===== config.mk =====
export PLATFORM = sky130hd
export DESIGN_NAME = single_wire_humidity_sensor_reader_unit
export DESIGN_NICKNAME = d
export VERILOG_FILES = /design/src/rtl/swhsr_pkg.sv /design/src/rtl/single_wire_humidity_sensor_reader_unit.sv /design/src/rtl/swhsr_frame_check.sv
export SDC_FILE = /design/constraint.sdc
export NUM_CORES = 1
export LEC_CHECK = 0
export BUFFER_PORTS_ARGS = -buffer_cell sky130_fd_sc_hd__buf_2
export CAP_MARGIN = 15
export CORE_MARGIN = 8
export CORE_UTILIZATION = 36
export DETAILED_ROUTE_END_ITERATION = 7
export GPL_TIMING_DRIVEN = 0
export REMOVE_ABC_BUFFERS = 1
export SLEW_MARGIN = 40
export SYNTH_ARGS = -nofsm -noshare
export SYNTH_HDL_FRONTEND = slang
export SYNTH_SLANG_ARGS = --single-unit
export TNS_END_PERCENT = 20

===== constraint.sdc =====
create_clock -name clk -period 12.1 [get_ports clk]
set_clock_uncertainty 0.05 [all_clocks]
set_input_delay 2.42 -clock clk [delete_from_list [all_inputs] [get_ports clk]]
set_output_delay 2.42 -clock clk [all_outputs]
set_load 0.01 [all_outputs]

===== src/rtl/swhsr_pkg.sv =====
// ----------------------------------------------------------------------------
// swhsr_pkg
// Shared types and constants for the single-wire humidity sensor reader.
// ----------------------------------------------------------------------------
package swhsr_pkg;

  localparam int unsigned CntBits    = 20;
  localparam int unsigned FrameBits  = 40;
  localparam int unsigned BitIdxBits = 6;
  localparam int unsigned DurBits    = 16;
  localparam int unsigned WordBits   = 16;
  localparam int unsigned CfgIdxBits = 2;

  localparam logic [CntBits-1:0]    CntMax     = {CntBits{1'b1}};
  localparam logic [BitIdxBits-1:0] FrameCount = BitIdxBits'(FrameBits);

  // Register reset values
  localparam logic [CntBits-1:0] TimeoutReset  = CntBits'(1000);
  localparam logic [DurBits-1:0] ReleaseReset  = DurBits'(1100);
  localparam logic [DurBits-1:0] StartLowReset = DurBits'(1100);
  localparam logic [DurBits-1:0] SettleReset   = DurBits'(50);

  // Register indexes
  localparam logic [CfgIdxBits-1:0] CfgTimeout  = 2'd0;
  localparam logic [CfgIdxBits-1:0] CfgRelease  = 2'd1;
  localparam logic [CfgIdxBits-1:0] CfgStartLow = 2'd2;
  localparam logic [CfgIdxBits-1:0] CfgSettle   = 2'd3;

  // Byte masks used by the frame decode
  localparam logic [7:0] SignMask = 8'h80;
  localparam logic [7:0] MagMask  = 8'h7F;

  typedef struct packed {
    logic                       good;
    logic signed [WordBits-1:0] temperature;
    logic [WordBits-1:0]        humidity;
  } frame_res_t;

endpackage


===== src/rtl/single_wire_humidity_sensor_reader_unit.sv =====
// ----------------------------------------------------------------------------
// single_wire_humidity_sensor_reader_unit
// Single-wire temperature/humidity sensor reader, one item per line tick.
// ----------------------------------------------------------------------------
// Each input item is one tick: the sampled data-line level and a start
// command. The block takes one item per clock and returns exactly one result
// item per input item, through a single output register; the sequencer
// state and the result register are updated in the same cycle, so the rate
// is one item per clock as long as the result side keeps up.
// A read releases the line for release_ticks, drives it low for
// start_low_ticks (drive_low high), releases it for settle_ticks, then times
// the response low/high pulses and 40 bit pulse pairs. A bit is 1 when its
// high pulse is longer than its low pulse. A pulse that runs past
// timeout_ticks ends the read at once with read_ok low; a checksum mismatch
// does likewise. temperature and humidity keep the last good read.
// Configuration writes are taken at any edge with cfg_we high and should only
// be made while no read is in progress.
// ----------------------------------------------------------------------------
module single_wire_humidity_sensor_reader_unit (
  input  logic        clk,
  input  logic        rst,
  // input stream
  input  logic        s_tvalid,
  output logic        s_tready,
  input  logic [7:0]  s_tdata,   // [0] command, [1] line_level
  // result stream
  output logic        m_tvalid,
  input  logic        m_tready,
  output logic [39:0] m_tdata,   // [0] drive_low, [1] busy_res, [2] done_res,
                                 // [3] read_ok, [19:4] temperature,
                                 // [35:20] humidity, rest zero
  // configuration
  input  logic                                cfg_we,
  input  logic [swhsr_pkg::CfgIdxBits-1:0]    cfg_index,
  input  logic [swhsr_pkg::CntBits-1:0]       cfg_data
);

  typedef enum logic [2:0] {
    PH_IDLE, PH_RELEASE, PH_START_LOW, PH_SETTLE,
    PH_RESP_LOW, PH_RESP_HIGH, PH_BIT_LOW, PH_BIT_HIGH
  } phase_t;

  // configuration registers
  logic [swhsr_pkg::CntBits-1:0] timeout_ticks;
  logic [swhsr_pkg::DurBits-1:0] release_ticks;
  logic [swhsr_pkg::DurBits-1:0] start_low_ticks;
  logic [swhsr_pkg::DurBits-1:0] settle_ticks;

  // sequencer state
  phase_t                                 phase, phase_next;
  logic [swhsr_pkg::CntBits-1:0]          tick_counter, tick_counter_next;
  logic [swhsr_pkg::CntBits-1:0]          low_pulse_count, low_pulse_count_next;
  logic [swhsr_pkg::BitIdxBits-1:0]       bit_index, bit_index_next;
  logic [swhsr_pkg::FrameBits-1:0]        frame_bits, frame_bits_next;
  logic                                   last_ok, last_ok_next;
  logic signed [swhsr_pkg::WordBits-1:0]  last_temperature, last_temperature_next;
  logic [swhsr_pkg::WordBits-1:0]         last_humidity, last_humidity_next;
  logic                                   done_next;

  logic                  command, line_level, s_fire, want_level;
  logic                  pulse_over, bit_val;
  logic [swhsr_pkg::DurBits-1:0]    duration;
  logic [swhsr_pkg::CntBits-1:0]    timed_cnt;
  logic [swhsr_pkg::FrameBits-1:0]  shifted_frame;
  logic [swhsr_pkg::BitIdxBits-1:0] idx_inc;
  swhsr_pkg::frame_res_t            frame_res;

  assign command    = s_tdata[0];
  assign line_level = s_tdata[1];
  assign s_tready   = !m_tvalid || m_tready;
  assign s_fire     = s_tvalid && s_tready;

  // frame as it stands once the bit that ends now is shifted in
  assign bit_val       = (tick_counter > low_pulse_count);
  assign shifted_frame = {frame_bits[swhsr_pkg::FrameBits-2:0], bit_val};
  assign idx_inc       = bit_index + 1'b1;

  swhsr_frame_check u_frame_check (
    .frame (shifted_frame),
    .res   (frame_res)
  );

  // timed phases: saturating count, phase ends at duration (at least one tick)
  always_comb begin
    case (phase)
      PH_RELEASE:   duration = release_ticks;
      PH_START_LOW: duration = start_low_ticks;
      default:      duration = settle_ticks;
    endcase
    timed_cnt = (tick_counter != swhsr_pkg::CntMax) ? tick_counter + 1'b1 : tick_counter;
  end

  assign want_level = !(phase == PH_RESP_LOW || phase == PH_BIT_LOW);
  assign pulse_over = (tick_counter >= timeout_ticks) || (tick_counter == swhsr_pkg::CntMax);

  always_comb begin
    phase_next            = phase;
    tick_counter_next     = tick_counter;
    low_pulse_count_next  = low_pulse_count;
    bit_index_next        = bit_index;
    frame_bits_next       = frame_bits;
    last_ok_next          = last_ok;
    last_temperature_next = last_temperature;
    last_humidity_next    = last_humidity;
    done_next             = 1'b0;

    unique case (phase)
      PH_RELEASE, PH_START_LOW, PH_SETTLE: begin
        tick_counter_next = timed_cnt;
        if (timed_cnt >= swhsr_pkg::CntBits'(duration) || timed_cnt == swhsr_pkg::CntMax) begin
          tick_counter_next = '0;
          case (phase)
            PH_RELEASE:   phase_next = PH_START_LOW;
            PH_START_LOW: phase_next = PH_SETTLE;
            default:      phase_next = PH_RESP_LOW;
          endcase
        end
      end
      PH_RESP_LOW, PH_RESP_HIGH, PH_BIT_LOW, PH_BIT_HIGH: begin
        if (line_level == want_level) begin
          if (pulse_over) begin
            phase_next        = PH_IDLE;
            tick_counter_next = '0;
            done_next         = 1'b1;
            last_ok_next      = 1'b0;
          end else begin
            tick_counter_next = tick_counter + 1'b1;
          end
        end else begin
          // level changed: the sample that ends this pulse opens the next one
          case (phase)
            PH_RESP_LOW:  phase_next = PH_RESP_HIGH;
            PH_RESP_HIGH: phase_next = PH_BIT_LOW;
            PH_BIT_LOW: begin
              low_pulse_count_next = tick_counter;
              phase_next           = PH_BIT_HIGH;
            end
            default: begin
              frame_bits_next = shifted_frame;
              bit_index_next  = idx_inc;
              phase_next      = PH_BIT_LOW;
            end
          endcase
          if (phase == PH_BIT_HIGH && idx_inc >= swhsr_pkg::FrameCount) begin
            phase_next        = PH_IDLE;
            tick_counter_next = '0;
            done_next         = 1'b1;
            last_ok_next      = frame_res.good;
            if (frame_res.good) begin
              last_temperature_next = frame_res.temperature;
              last_humidity_next    = frame_res.humidity;
            end
          end else if (timeout_ticks == '0) begin
            // first sample of the new pulse already exceeds a zero timeout
            phase_next        = PH_IDLE;
            tick_counter_next = '0;
            done_next         = 1'b1;
            last_ok_next      = 1'b0;
          end else begin
            tick_counter_next = swhsr_pkg::CntBits'(1);
          end
        end
      end
      default: begin
        phase_next = PH_IDLE;
        if (command) begin
          phase_next           = PH_RELEASE;
          tick_counter_next    = '0;
          low_pulse_count_next = '0;
          bit_index_next       = '0;
          frame_bits_next      = '0;
        end
      end
    endcase
  end

  // configuration
  always_ff @(posedge clk) begin
    if (rst) begin
      timeout_ticks   <= swhsr_pkg::TimeoutReset;
      release_ticks   <= swhsr_pkg::ReleaseReset;
      start_low_ticks <= swhsr_pkg::StartLowReset;
      settle_ticks    <= swhsr_pkg::SettleReset;
    end else if (cfg_we) begin
      unique case (cfg_index)
        swhsr_pkg::CfgTimeout:  timeout_ticks   <= cfg_data;
        swhsr_pkg::CfgRelease:  release_ticks   <= cfg_data[swhsr_pkg::DurBits-1:0];
        swhsr_pkg::CfgStartLow: start_low_ticks <= cfg_data[swhsr_pkg::DurBits-1:0];
        default:                settle_ticks    <= cfg_data[swhsr_pkg::DurBits-1:0];
      endcase
    end
  end

  // state and result register
  always_ff @(posedge clk) begin
    if (rst) begin
      phase            <= PH_IDLE;
      tick_counter     <= '0;
      low_pulse_count  <= '0;
      bit_index        <= '0;
      frame_bits       <= '0;
      last_ok          <= 1'b0;
      last_temperature <= '0;
      last_humidity    <= '0;
      m_tvalid         <= 1'b0;
    end else begin
      if (s_fire) begin
        phase            <= phase_next;
        tick_counter     <= tick_counter_next;
        low_pulse_count  <= low_pulse_count_next;
        bit_index        <= bit_index_next;
        frame_bits       <= frame_bits_next;
        last_ok          <= last_ok_next;
        last_temperature <= last_temperature_next;
        last_humidity    <= last_humidity_next;
        m_tvalid         <= 1'b1;
      end else if (m_tready) begin
        m_tvalid <= 1'b0;
      end
    end
  end

  always_ff @(posedge clk) begin
    if (s_fire) begin
      m_tdata <= {4'h0, last_humidity_next, last_temperature_next, last_ok_next, done_next,
                  (phase_next != PH_IDLE), (phase_next == PH_START_LOW)};
    end
  end

  // checks
  a_drive_needs_busy: assert property (@(posedge clk) disable iff (rst)
    (m_tvalid && m_tdata[0]) |-> m_tdata[1])
    else $error("drive_low reported outside a read");

  a_done_not_busy: assert property (@(posedge clk) disable iff (rst)
    (m_tvalid && m_tdata[2]) |-> !m_tdata[1])
    else $error("read reported done while still busy");

  // a completed frame leaves the index at the frame length until the next start
  a_bit_index_range: assert property (@(posedge clk) disable iff (rst)
    bit_index <= swhsr_pkg::FrameCount)
    else $error("bit index ran past the frame");

  a_done_from_measure: assert property (@(posedge clk) disable iff (rst)
    (s_fire && done_next) |=> (phase == PH_IDLE && tick_counter == '0))
    else $error("finished read left the sequencer active");

endmodule


===== src/rtl/swhsr_frame_check.sv =====
// ----------------------------------------------------------------------------
// swhsr_frame_check
// Checksum test and sign/magnitude decode of one received 40-bit frame.
// ----------------------------------------------------------------------------
module swhsr_frame_check (
  input  logic [swhsr_pkg::FrameBits-1:0] frame,
  output swhsr_pkg::frame_res_t           res
);

  logic [7:0] b0, b1, b2, b3, b4;
  logic [7:0] sum;
  logic [swhsr_pkg::WordBits-1:0] mag;

  assign b0  = frame[39:32];
  assign b1  = frame[31:24];
  assign b2  = frame[23:16];
  assign b3  = frame[15:8];
  assign b4  = frame[7:0];
  assign sum = b0 + b1 + b2 + b3;   // wraps mod 256
  assign mag = {b2 & swhsr_pkg::MagMask, b3};

  always_comb begin
    res.good        = (b4 == sum);
    res.temperature = ((b2 & swhsr_pkg::SignMask) != 8'h00) ? -$signed(mag) : $signed(mag);
    res.humidity    = {b0, b1};
  end

endmodule


==> metrics.cfg, run 1 <==
[sta]
max_slew.worst_pin.slew_ns=0.823
finalMaxSlewViolations=0
rsz0062_at_grt=false
tns_ns=0
fmax_mhz=189
slew_headroom_pct=44.9
hold_viol_final=0
fin_crit_ns=5.30
min_period_over_period_pct=43.8
layout_setup_ws_ns=6.80
setup_viol=0

[synth]
synth_top_area_share_pct=31.3
synth_compound_area_share_pct=17.2
synth_edf_count=36
synthMuxAreaShare_pct=4.81
synth_seq_area_share_pct=40.2
avgSynthCellArea_um2=8.46
synth_top_family_by_area=simple AND/OR/NAND/NOR gates
ys_ff_latch=226
synth_area_um2=12100
synth_top_flop_cell=dfxtp_1
yosysUniqueCellTypes=81
ys_warn_count=0
synthAdderAreaFrac_pct=9.21
syn_inst=1435
yosys.area_share.simple_pct=19.4
async_reset_ff_share_pct=0
yosys.area.top_type=dfxtp_1
ys_top_cells_by_area=dfxtp_1 31%, nand2_1 9.4%, edfxtp_1 8.9%
synth-xor-area-share_pct=3.09

[layout]
n_antenna_cell=0
num-fill-cells=3407
final_layout_size_suffix_gt1_share_pct=12.8
nets=1567
syn_to_final_growth_pct=13.7

[clocking]
cts.repair.resized=0
clock_sinks=226
insertion_delay_ns=0.54
hold_buffers=0
cts-htree-levels=1
cts_tree=done
cts.clk_slew.worst_paths_ns=0.05
cts-root-buf=clkbuf_16
numCtsBuffers=26
clk_path_buf_depth=3
cts_setup_buffers=0

[floorplan]
start_util_pct=36.4
core_um2=33400
die_w_um=200
dieHeight_um=200
num_rows=67
io_pins=77
die-area_um2=39900

[power_and_ir_drop]
internal_power_w=0.00130
peakVddDrop_mv=0.118
comb_power_share_pct=7.6
power_frac_seq_pct=45.7
leakage_nw=5.20
power_frac_clock_pct=46.7
power.switching_w=0.000417
sw_frac_of_total_pct=24.2
p_per_area_nw_per_um2=125

[critical_path]
path_max_fanout=3
slowest_delay_ns=0.16
crit_path_end_kind=output pin
cp_data_arrival_time_ns=2.83
critPathLaunch=m_tready
ff2ff_path_depth=14
r2r-end=m_tdata[7]
r2r_setup_slack_ns=7.09
critPathKind=in -> out
startpoint_type=primary input
crit_path_top_delay_cell=nand2b_1
r2r-start=frame_bits[24]
crit_required_ns=9.63
cpMostUsedCell=buf_2
worstPathCellList=buf_2 -> nand2b_1 -> buf_2

[detailed_routing]
drc=0
vias_per_cell=5.25
avgRoutedWirePerCell_um=16.0
drt-pass1-iter-count=6
wl_mm=30.8
drt-initial-drc-count=652
routed-via-count=10074
ant_nets=0

[grt]
grt_max_degree=89
antenna_found_initial=2
grt_pass1_vias=9990
grt_pass1_wl_mm=51.1
track_usage_pct=15.5
overflow=0

[min_path]
worstHoldPathType=reg -> reg
min-delay-start=low_pulse_count[18]
hold_end=low_pulse_count[18]
min_path_cells=2

[placed_design]
pre_cts_slack_ns=6.55
hpwl_mm=21.4
place_congestion=0.866
io_buffers=66

[status]
outcome=complete, no violations

[run]
drv_cap=0

==> through the flow <==
stage / area [um^2] / utilization (%) / cells / total power (W) / hold slack [ns]
after global placement: 12600 / 37.9 / 1857 / 0.000925 / 0.389
final: 13800 / 41.4 / 1919 / 0.00172 / 0.399
after floorplan: 11700 / - / 1343 / 0.000874 / 0.373
after CTS: 13800 / 41.3 / 1918 / 0.00174 / 0.401
after detailed placement: 12900 / 38.7 / 1870 / 0.000935 / 0.394
after global routing: 13800 / 41.4 / 1919 / 0.00179 / 0.416
==> placed cells by master (no fill, tap or decap), drive strengths merged, types with 4 or more instances in the layout <==
| cell type | synthesis | layout |
|---|---|---|
| o31ai | 5 | 5 |
| or4 | 4 | 4 |
| xor2 | 15 | 15 |
| bufinv | 0 | 4 |
| nand4 | 16 | 16 |
| conb | 1 | 4 |
| fa | 14 | 14 |
| edfxtp | 36 | 36 |
| clkinv | 0 | 11 |
| nor4 | 12 | 12 |
| mux2i | 19 | 19 |
| xnor2 | 27 | 27 |
| mux2 | 35 | 35 |
| o22ai | 17 | 17 |
| and3 | 4 | 4 |
| or3 | 4 | 4 |
| nor3 | 13 | 13 |
| or2 | 5 | 5 |
| ha | 67 | 67 |
| nand3 | 96 | 96 |
| a2111oi | 16 | 16 |
| and2 | 7 | 7 |
| inv | 86 | 87 |
| o21ai | 41 | 41 |
| a211oi | 21 | 21 |
| dfxtp | 190 | 190 |
| o211ai | 21 | 21 |
| clkbuf | 76 | 30 |
| o32ai | 8 | 8 |
| buf | 19 | 80 |
| a21oi | 149 | 149 |
| a21o | 16 | 16 |
| nand2b | 9 | 9 |
| nor2 | 35 | 35 |
| nand2 | 303 | 303 |
==> cells in the mapped netlist, drive strengths merged, types with 21 or more instances <==
cell    count
edfxtp     36
ha         67
dfxtp     190
nor2       35
a211oi     21
mux2       35
xnor2      27
clkbuf     76
o21ai      41
inv        86
nand3      96
nand2     303
a21oi     149
o211ai     21
==> logic make-up after synthesis <==
| group | count (synthesis) |
|---|---|
| flip-flops | 226 |
| AO/OA/AOI/OAI | 329 |
| multiplexers | 54 |
| other | 1 |
| AND/OR/NAND/NOR | 521 |
| buffers and inverters | 181 |
| XOR/XNOR | 42 |
| adder cells (fa/ha/maj) | 81 |
==> power groups by stage <==
stage	Sequential (W)	Clock, W	Combinational [W]
2_1_floorplan	0.000805	0	0.0000690
3_3_place_gp	0.000803	0	0.000122
3_5_place_dp	0.000804	0	0.000131
4_1_cts	0.000787	0.000822	0.000132
5_1_grt	0.000789	0.000852	0.000145
6_report	0.000787	0.000804	0.000131
==> metal layers <==
| metal | vias up | global-route usage, % | routed length, um |
|---|---|---|---|
| met4 | 4 | 4.20 | 565 |
| li1 | 5083 | - | - |
| met2 | 208 | 26.2 | 14500 |
| met1 | 4737 | 20.3 | 14300 |
| met3 | 42 | 2.27 | 1420 |
| met5 | - | 0 | 31 |
==> layout make-up <==
cell class / count / area (um^2) / area share (%)
sequential: 226 / 4890 / 35.4
tap: 448 / 561 / 4.06
clock buffer: 30 / 676 / 4.89
inverter: 86 / 328 / 2.37
timing repair buffer: 80 / 538 / 3.90
multi-input combinational: 1031 / 6610 / 47.9
clock inverter: 18 / 203 / 1.47
==> worst max-delay path by stage <==
stage	end	slack, ns	cells after the start
floorplan	last_humidity[0]	6.08	7
global placement	tick_counter[8]	4.19	4
detailed placement	m_tdata[29]	6.55	9
CTS	s_tready	6.80	3
global route	s_tready	6.77	3
finish	s_tready	6.80	3
==> registers in the layout, indices dropped and copies added (netlist names) <==
| name | count |
|---|---|
| frame_bits | 39 |
| m_tdata | 36 |
| low_pulse_count | 20 |
| tick_counter | 20 |
| timeout_ticks | 20 |
| last_humidity | 16 |
| last_temperature | 16 |
| release_ticks | 16 |
| settle_ticks | 16 |
| start_low_ticks | 16 |
| bit_index | 6 |
| phase | 3 |
| last_ok | 1 |
| m_tvalid | 1 |
==> critical path: cells and delay by family <==
family                 cells  cell delay [ns]
buffers and inverters      2             0.24
and+or+nand+nor            1             0.16
No activity file was read; power rests on OpenSTA's default activity.
==> run 2: changes to the inputs <==
- clock period: 12.1 -> 4.3 ns (I/O delays scaled with it)
==> run 2 against run 1 <==
Net effect:
- the flow now finishes with violations (setup timing)
- clock-buffer cell count unchanged
- final cell count rose by 0.99%
- worst hold slack barely moved
- core utilization grew 1.4 points
- clock power rose to 2.8 times the previous value
- flip-flop and latch count did not move
- non-clock buffer count increased by 18
- critical path depth is 12 higher
- global-route usage is 0.27 points higher
- first-iteration DRC count rose by 8.3%
==> metrics.cfg, run 2 (same netlist as run 1, synthesis figures left out) <==
[grt]
use_met3_pct=2.34  ; was 2.27%
grt_pass1_vias=10089  ; was 9,990
gr-usage-met2_pct=26.6  ; was 26.2%
grt_pass1_wl_mm=51.9  ; was 51.1 mm
track_usage_pct=15.7  ; was 15.5%
top_usage_layer=met2  ; unchanged
overflow=0  ; unchanged
use_met1_pct=20.6  ; was 20.3%
antenna_found_initial=2  ; unchanged
grt_max_degree=89  ; unchanged

[detailed_routing]
drc=0  ; unchanged
drt-initial-drc-count=706  ; was 652
ant_nets=0  ; unchanged
vias_per_cell=5.30  ; was 5.25
drt-pass1-iter-count=5  ; was 6
routed-via-count=10271  ; was 10,074
avgRoutedWirePerCell_um=16.3  ; was 16.0 um
wl_mm=31.6  ; was 30.8 mm

[power_and_ir_drop]
p_per_area_nw_per_um2=340  ; was 125 nW/um^2
power_w=0.00485  ; was 0.00172 W
leakage_nw=5.39  ; was 5.20 nW
peakVddDrop_mv=0.332  ; was 0.118 mV

[critical_path]
r2r_setup_slack_ns=-0.06  ; was 7.09 ns
crit_path_end_kind=flip-flop  ; was output pin
cp_data_arrival_time_ns=4.59  ; was 2.83 ns
path_max_fanout=8  ; was 3
slowest_delay_ns=0.57  ; was 0.16 ns
crit_required_ns=4.53  ; was 9.63 ns
critPathKind=reg -> reg  ; was in -> out
startpoint_type=flip-flop  ; was primary input
cpMostUsedCell=buf_12  ; was buf_2
crit_path_top_delay_cell=or4_4  ; was nand2b_1
worstPathCellList=inv_2 -> fa_1 -> fa_1 -> inv_1 -> ha_2 -> fa_2 -> xor2_2 -> nor4_2 -> nand4b_1 -> or4_4 -> a21oi_4 -> buf_12 -> buf_12 -> buf_12 -> mux2_4  ; was buf_2 -> nand2b_1 -> buf_2

[sta]
fmax_mhz=229
max_slew.worst_pin.slew_ns=0.830  ; was 0.823 ns
hold_viol_final=0  ; unchanged
rsz0062_at_grt=true  ; was false
min_period_over_period_pct=101
layout_setup_ws_ns=-0.0600  ; was 6.80 ns
slew_headroom_pct=44.5  ; was 44.9%
fin_crit_ns=4.36
setup_viol=11  ; was 0
finalMaxSlewViolations=0  ; unchanged

[layout]
seqCellArea_um2=4920  ; was 4890 um^2
num-fill-cells=3374  ; was 3,407
final_layout_size_suffix_gt1_share_pct=16.4  ; was 12.8%
final_common_cell=nand2_1  ; unchanged
reg_top3=frame_bits: 39 flops, m_tdata: 36 flops  ; unchanged
final_cell_area_um2=14300  ; was 13,800 um^2
multi_input_area_um2=6850  ; was 6610 um^2
final_core_util_pct=42.8  ; was 41.4%
final_cell_mix=300 x nand2_1, 175 x dfxtp_1, 147 x a21oi_1  ; was 301 x nand2_1, 189 x dfxtp_1, 147 x a21oi_1
largest_reg_flops=39  ; unchanged
n_antenna_cell=0  ; unchanged
largest-register=frame_bits  ; unchanged
nets=1586  ; was 1,567
syn_to_final_growth_pct=17.7  ; was 13.7%

[floorplan]
dieHeight_um=200  ; unchanged
die_w_um=200  ; unchanged
io_pins=77  ; unchanged
num_rows=67  ; unchanged
start_util_pct=36.4  ; unchanged
die-area_um2=39900  ; unchanged
core_um2=33400  ; unchanged

[placed_design]
place_congestion=0.866  ; unchanged
place_area_um2=12900  ; unchanged
io_buffers=66  ; unchanged
hpwl_mm=21.4  ; unchanged

[status]
violations=setup timing
outcome=complete, but fails checks  ; was complete, no violations

[clocking]
clock_sinks=226  ; unchanged
cts-root-buf=clkbuf_16  ; unchanged
hold_buffers=0  ; unchanged
insertion_delay_ns=0.54  ; about the same
cts_tree=done  ; unchanged
numCtsBuffers=26  ; unchanged
cts-htree-levels=1  ; unchanged
cts.clk_slew.worst_paths_ns=0.06  ; was 0.05 ns
clk_path_buf_depth=3  ; unchanged

[run]
drv_cap=0  ; unchanged

[min_path]
worstHoldPathType=reg -> reg  ; unchanged

## run 2: cell types whose count changed in the layout (fill, tap and decap cells not counted), sizes merged
cell and change:
o211ai +1, buf +18
## run 2: power by group
part	internal [W]	switching, W
clock network	0.00137	0.000898
logic	0.000118	0.000259
registers	0.00219	0.0000252
total	0.00367	0.00118
## run 2: layout make-up
type	count	share of cell area (%)
sequential	226	34.4
clock inverter	18	1.42
multi-input combinational	1032	48.0
timing repair buffer	98	5.23
tap	448	3.92
inverter	86	2.30
clock buffer	30	4.73
## run 2: metal layers
layer	vias to the layer above	wire length, um	share of wire [%]
met2	277	15000	48
met4	4	648	2.1
met3	51	1690	5.4
met5	-	24	0.076
met1	4822	14200	45
li1	5117	-	-
## run 2: final timing paths
| kind | cells after the start | from | endpoint |
|---|---|---|---|
| min reg2reg | 2 | low_pulse_count[18] | low_pulse_count[18] |
| min | 2 | low_pulse_count[18] | low_pulse_count[18] |
| max | 15 | frame_bits[24] | m_tdata[7] |
| max reg2reg | 15 | frame_bits[24] | m_tdata[7] |
## run 2: stage by stage
step,worst slack (ns),TNS (ns),cells,hold WS [ns]
6_report,-0.0600,-0.524,1938,0.399
5_1_grt,-0.173,-5.02,1938,0.416
2_1_floorplan,-1.27,-46.69,1343,0.373
3_5_place_dp,-0.835,-41.38,1870,0.394
3_3_place_gp,-3.37,-272.93,1857,0.389
4_1_cts,-0.136,-2.64,1937,0.401
## run 2: timing repair
action                     in CTS  in global routing
resized for setup              57                 23
pin swaps                      13                  8
buffers inserted               16                  3
cloned                          3                  0
setup endpoints to repair      86                 80
## run 2: critical path: cells and delay by family (launching register included)
family	cells	cell delay [ns]
adder cells (fa/ha/maj)	4	1.73
AND/OR/NAND/NOR	3	0.95
buffers and inverters	5	0.46
flip-flops	1	0.35
multiplexers	1	0.30
AO/OA/AOI/OAI	1	0.17
XOR/XNOR	1	0.08
==> run 3: changes to the inputs <==
- CORE_UTILIZATION: 36 -> 25
==> run 3 against run 2 <==
Net effect:
- the run still ends with setup timing left
- critical path depth unchanged
- worst hold slack worse by 0.0016 ns
- setup slack worse by 0.048 ns
- final area up 2.2%
- maximum frequency down 1.1%
- via count up 0.54%
- wire length up 4.1%
- final cell count up 8.8%
- clock power up 4%
- combinational power about the same
- flip-flop and latch count unchanged
- largest cell class unchanged
- highest routed layer unchanged
==> metrics.cfg, run 3 (same netlist as run 1, synthesis figures left out) <==
[status]
outcome=complete, but fails checks  ; unchanged
violations=setup timing  ; unchanged

[grt]
overflow=0  ; unchanged
antenna_found_initial=2  ; unchanged
grt_pass1_wl_mm=52.9  ; was 51.9 mm
grt_max_degree=81  ; was 89
track_usage_pct=11.3  ; was 15.7%
grt_pass1_vias=9920  ; was 10,089

[sta]
fin_crit_ns=4.41  ; was 4.36 ns
rsz0062_at_grt=true  ; unchanged
whs_ns=0.397  ; was 0.399 ns
tns_ns=-1.66  ; was -0.524 ns
setup_viol=25  ; was 11
fmax_mhz=227  ; was 229 MHz
layout_setup_ws_ns=-0.108  ; was -0.0600 ns
finalMaxSlewViolations=0  ; unchanged
slew_headroom_pct=40.1  ; was 44.5%
max_slew.worst_pin.slew_ns=0.891  ; was 0.830 ns
min_period_over_period_pct=103  ; was 101%
hold_viol_final=0  ; unchanged

[run]
drv_cap=0  ; unchanged

[floorplan]
die_w_um=236  ; was 200 um
dieHeight_um=236  ; was 200 um
die-area_um2=55900  ; was 39,900 um^2
start_util_pct=25.4  ; was 36.4%
io_pins=77  ; unchanged
core_um2=47800  ; was 33,400 um^2
num_rows=80  ; was 67

[placed_design]
io_buffers=66  ; unchanged
dp_cells=2036  ; was 1,870
hpwl_mm=22.0  ; was 21.4 mm
place_congestion=0.861  ; was 0.866

[critical_path]
path_max_fanout=4  ; was 8
crit_path_end_kind=flip-flop  ; unchanged
cp_num_buf_inv=5  ; unchanged
startpoint_type=flip-flop  ; unchanged
cp_data_arrival_time_ns=4.64  ; was 4.59 ns
crit_required_ns=4.53  ; about the same
worstPathCellList=inv_2 -> fa_1 -> fa_1 -> inv_2 -> ha_4 -> fa_2 -> xor2_2 -> nor4_2 -> nand4b_1 -> or4_4 -> a21oi_4 -> buf_6 -> buf_6 -> buf_16 -> mux2_4  ; was inv_2 -> fa_1 -> fa_1 -> inv_1 -> ha_2 -> fa_2 -> xor2_2 -> nor4_2 -> nand4b_1 -> or4_4 -> a21oi_4 -> buf_12 -> buf_12 -> buf_12 -> mux2_4
slowest_delay_ns=0.60  ; was 0.57 ns
critical-path-top-delay-family=adder cells  ; unchanged
critPathKind=reg -> reg  ; unchanged
crit_path_top_delay_cell=fa_2  ; was or4_4

[layout]
n_antenna_cell=0  ; unchanged
final_core_util_pct=30.5  ; was 42.8%
fin_cells=2109  ; was 1,938
reg_top3=frame_bits: 39 flops, m_tdata: 36 flops  ; unchanged
largest_reg_flops=39  ; unchanged
nets=1591  ; was 1,586
final_common_cell=nand2_1  ; unchanged
final_cell_mix=300 x nand2_1, 174 x dfxtp_1, 146 x a21oi_1  ; was 300 x nand2_1, 175 x dfxtp_1, 147 x a21oi_1
num-fill-cells=5031  ; was 3,374
syn_to_final_growth_pct=20.3  ; was 17.7%
final_layout_size_suffix_gt1_share_pct=17.1  ; was 16.4%
largest-register=frame_bits  ; unchanged

[power_and_ir_drop]
peakVddDrop_mv=0.247  ; was 0.332 mV
leakage_nw=5.43  ; was 5.39 nW
comb_power_share_pct=7.6  ; was 7.8%
internal_power_w=0.00378  ; was 0.00367 W
power.switching_w=0.00117  ; was 0.00118 W
power_frac_seq_pct=44.7  ; was 45.6%
power_frac_clock_pct=47.7  ; was 46.6%
p_per_area_nw_per_um2=339  ; was 340 nW/um^2
sw_frac_of_total_pct=23.7  ; was 24.4%

[min_path]
worstHoldPathType=reg -> reg  ; unchanged

[clocking]
cts-root-buf=clkbuf_16  ; unchanged
cts_tree=done  ; unchanged
clk_path_buf_depth=3  ; unchanged
cts-htree-levels=1  ; unchanged
insertion_delay_ns=0.53  ; was 0.54 ns
cts.clk_slew.worst_paths_ns=0.06  ; about the same
numCtsBuffers=26  ; unchanged
clock_sinks=226  ; unchanged

[detailed_routing]
avgRoutedWirePerCell_um=15.6  ; was 16.3 um
vias_per_cell=4.90  ; was 5.30
drt-initial-drc-count=691  ; was 706
ant_nets=0  ; unchanged
routed-via-count=10326  ; was 10,271
drc=0  ; unchanged
drt-pass1-iter-count=7  ; was 5
wl_mm=32.9  ; was 31.6 mm

==> run 3: path summary, 6_finish.rpt <==
path | startpoint | end | slack [ns] | cells past startpoint
min | low_pulse_count[3] | low_pulse_count[3] | 0.40 | 2
min reg2reg | low_pulse_count[3] | low_pulse_count[3] | 0.40 | 2
max reg2reg | frame_bits[8] | m_tdata[6] | -0.11 | 15
max | frame_bits[8] | m_tdata[6] | -0.11 | 15
==> run 3: metal layers <==
| metal | vias up | routed length, um | global-route usage (%) |
|---|---|---|---|
| li1 | 5112 | - | - |
| met1 | 4843 | 14900 | 14.9 |
| met2 | 306 | 15200 | 18.2 |
| met3 | 61 | 1830 | 2.23 |
| met4 | 4 | 949 | 3.78 |
| met5 | - | 25 | 0 |
==> run 3: cell type report <==
class / count / area (um^2) / share of cell area [%]
Clock inverter: 9 / 150 / 1.03
Clock buffer: 38 / 767 / 5.25
Timing Repair Buffer: 104 / 805 / 5.51
Sequential cell: 226 / 4920 / 33.7
Inverter: 86 / 328 / 2.25
Tap cell: 615 / 769 / 5.27
Multi-Input combinational cell: 1031 / 6860 / 47.0
==> run 3: worst min-delay path, stage by stage, from the launching register on <==
cell and delay, ns:
dfxtp_1 0.31, nand2_1 0.05, a21oi_1 0.05
==> run 3: stage by stage <==
step	instance area, um^2	worst slack, ns	power, W
final	14600	-0.108	0.00495
after global routing	14600	-0.196	0.00513
after CTS	14400	-0.101	0.00500
after detailed placement	13100	-0.948	0.00263
after global placement	12800	-3.39	0.00261
after floorplan	11700	-1.27	0.00246
==> run 3: what timing repair did <==
item                                    4_1_cts  5_1_grt
gates resized for setup                      56       31
buffers inserted                             18        7
endpoints found under the setup margin       86       81
pin swaps                                    16       16
hold buffers                                  0        0
cloned                                        3        0
hold endpoints to repair                      0        0
==> run 3: power groups by stage <==
stage | sequential, W | combinational, W | clock [W]
detailed placement | 0.00226 | 0.000372 | 0
finish | 0.00221 | 0.000378 | 0.00236
global placement | 0.00226 | 0.000348 | 0
global route | 0.00222 | 0.000421 | 0.00249
CTS | 0.00221 | 0.000380 | 0.00241
floorplan | 0.00226 | 0.000194 | 0
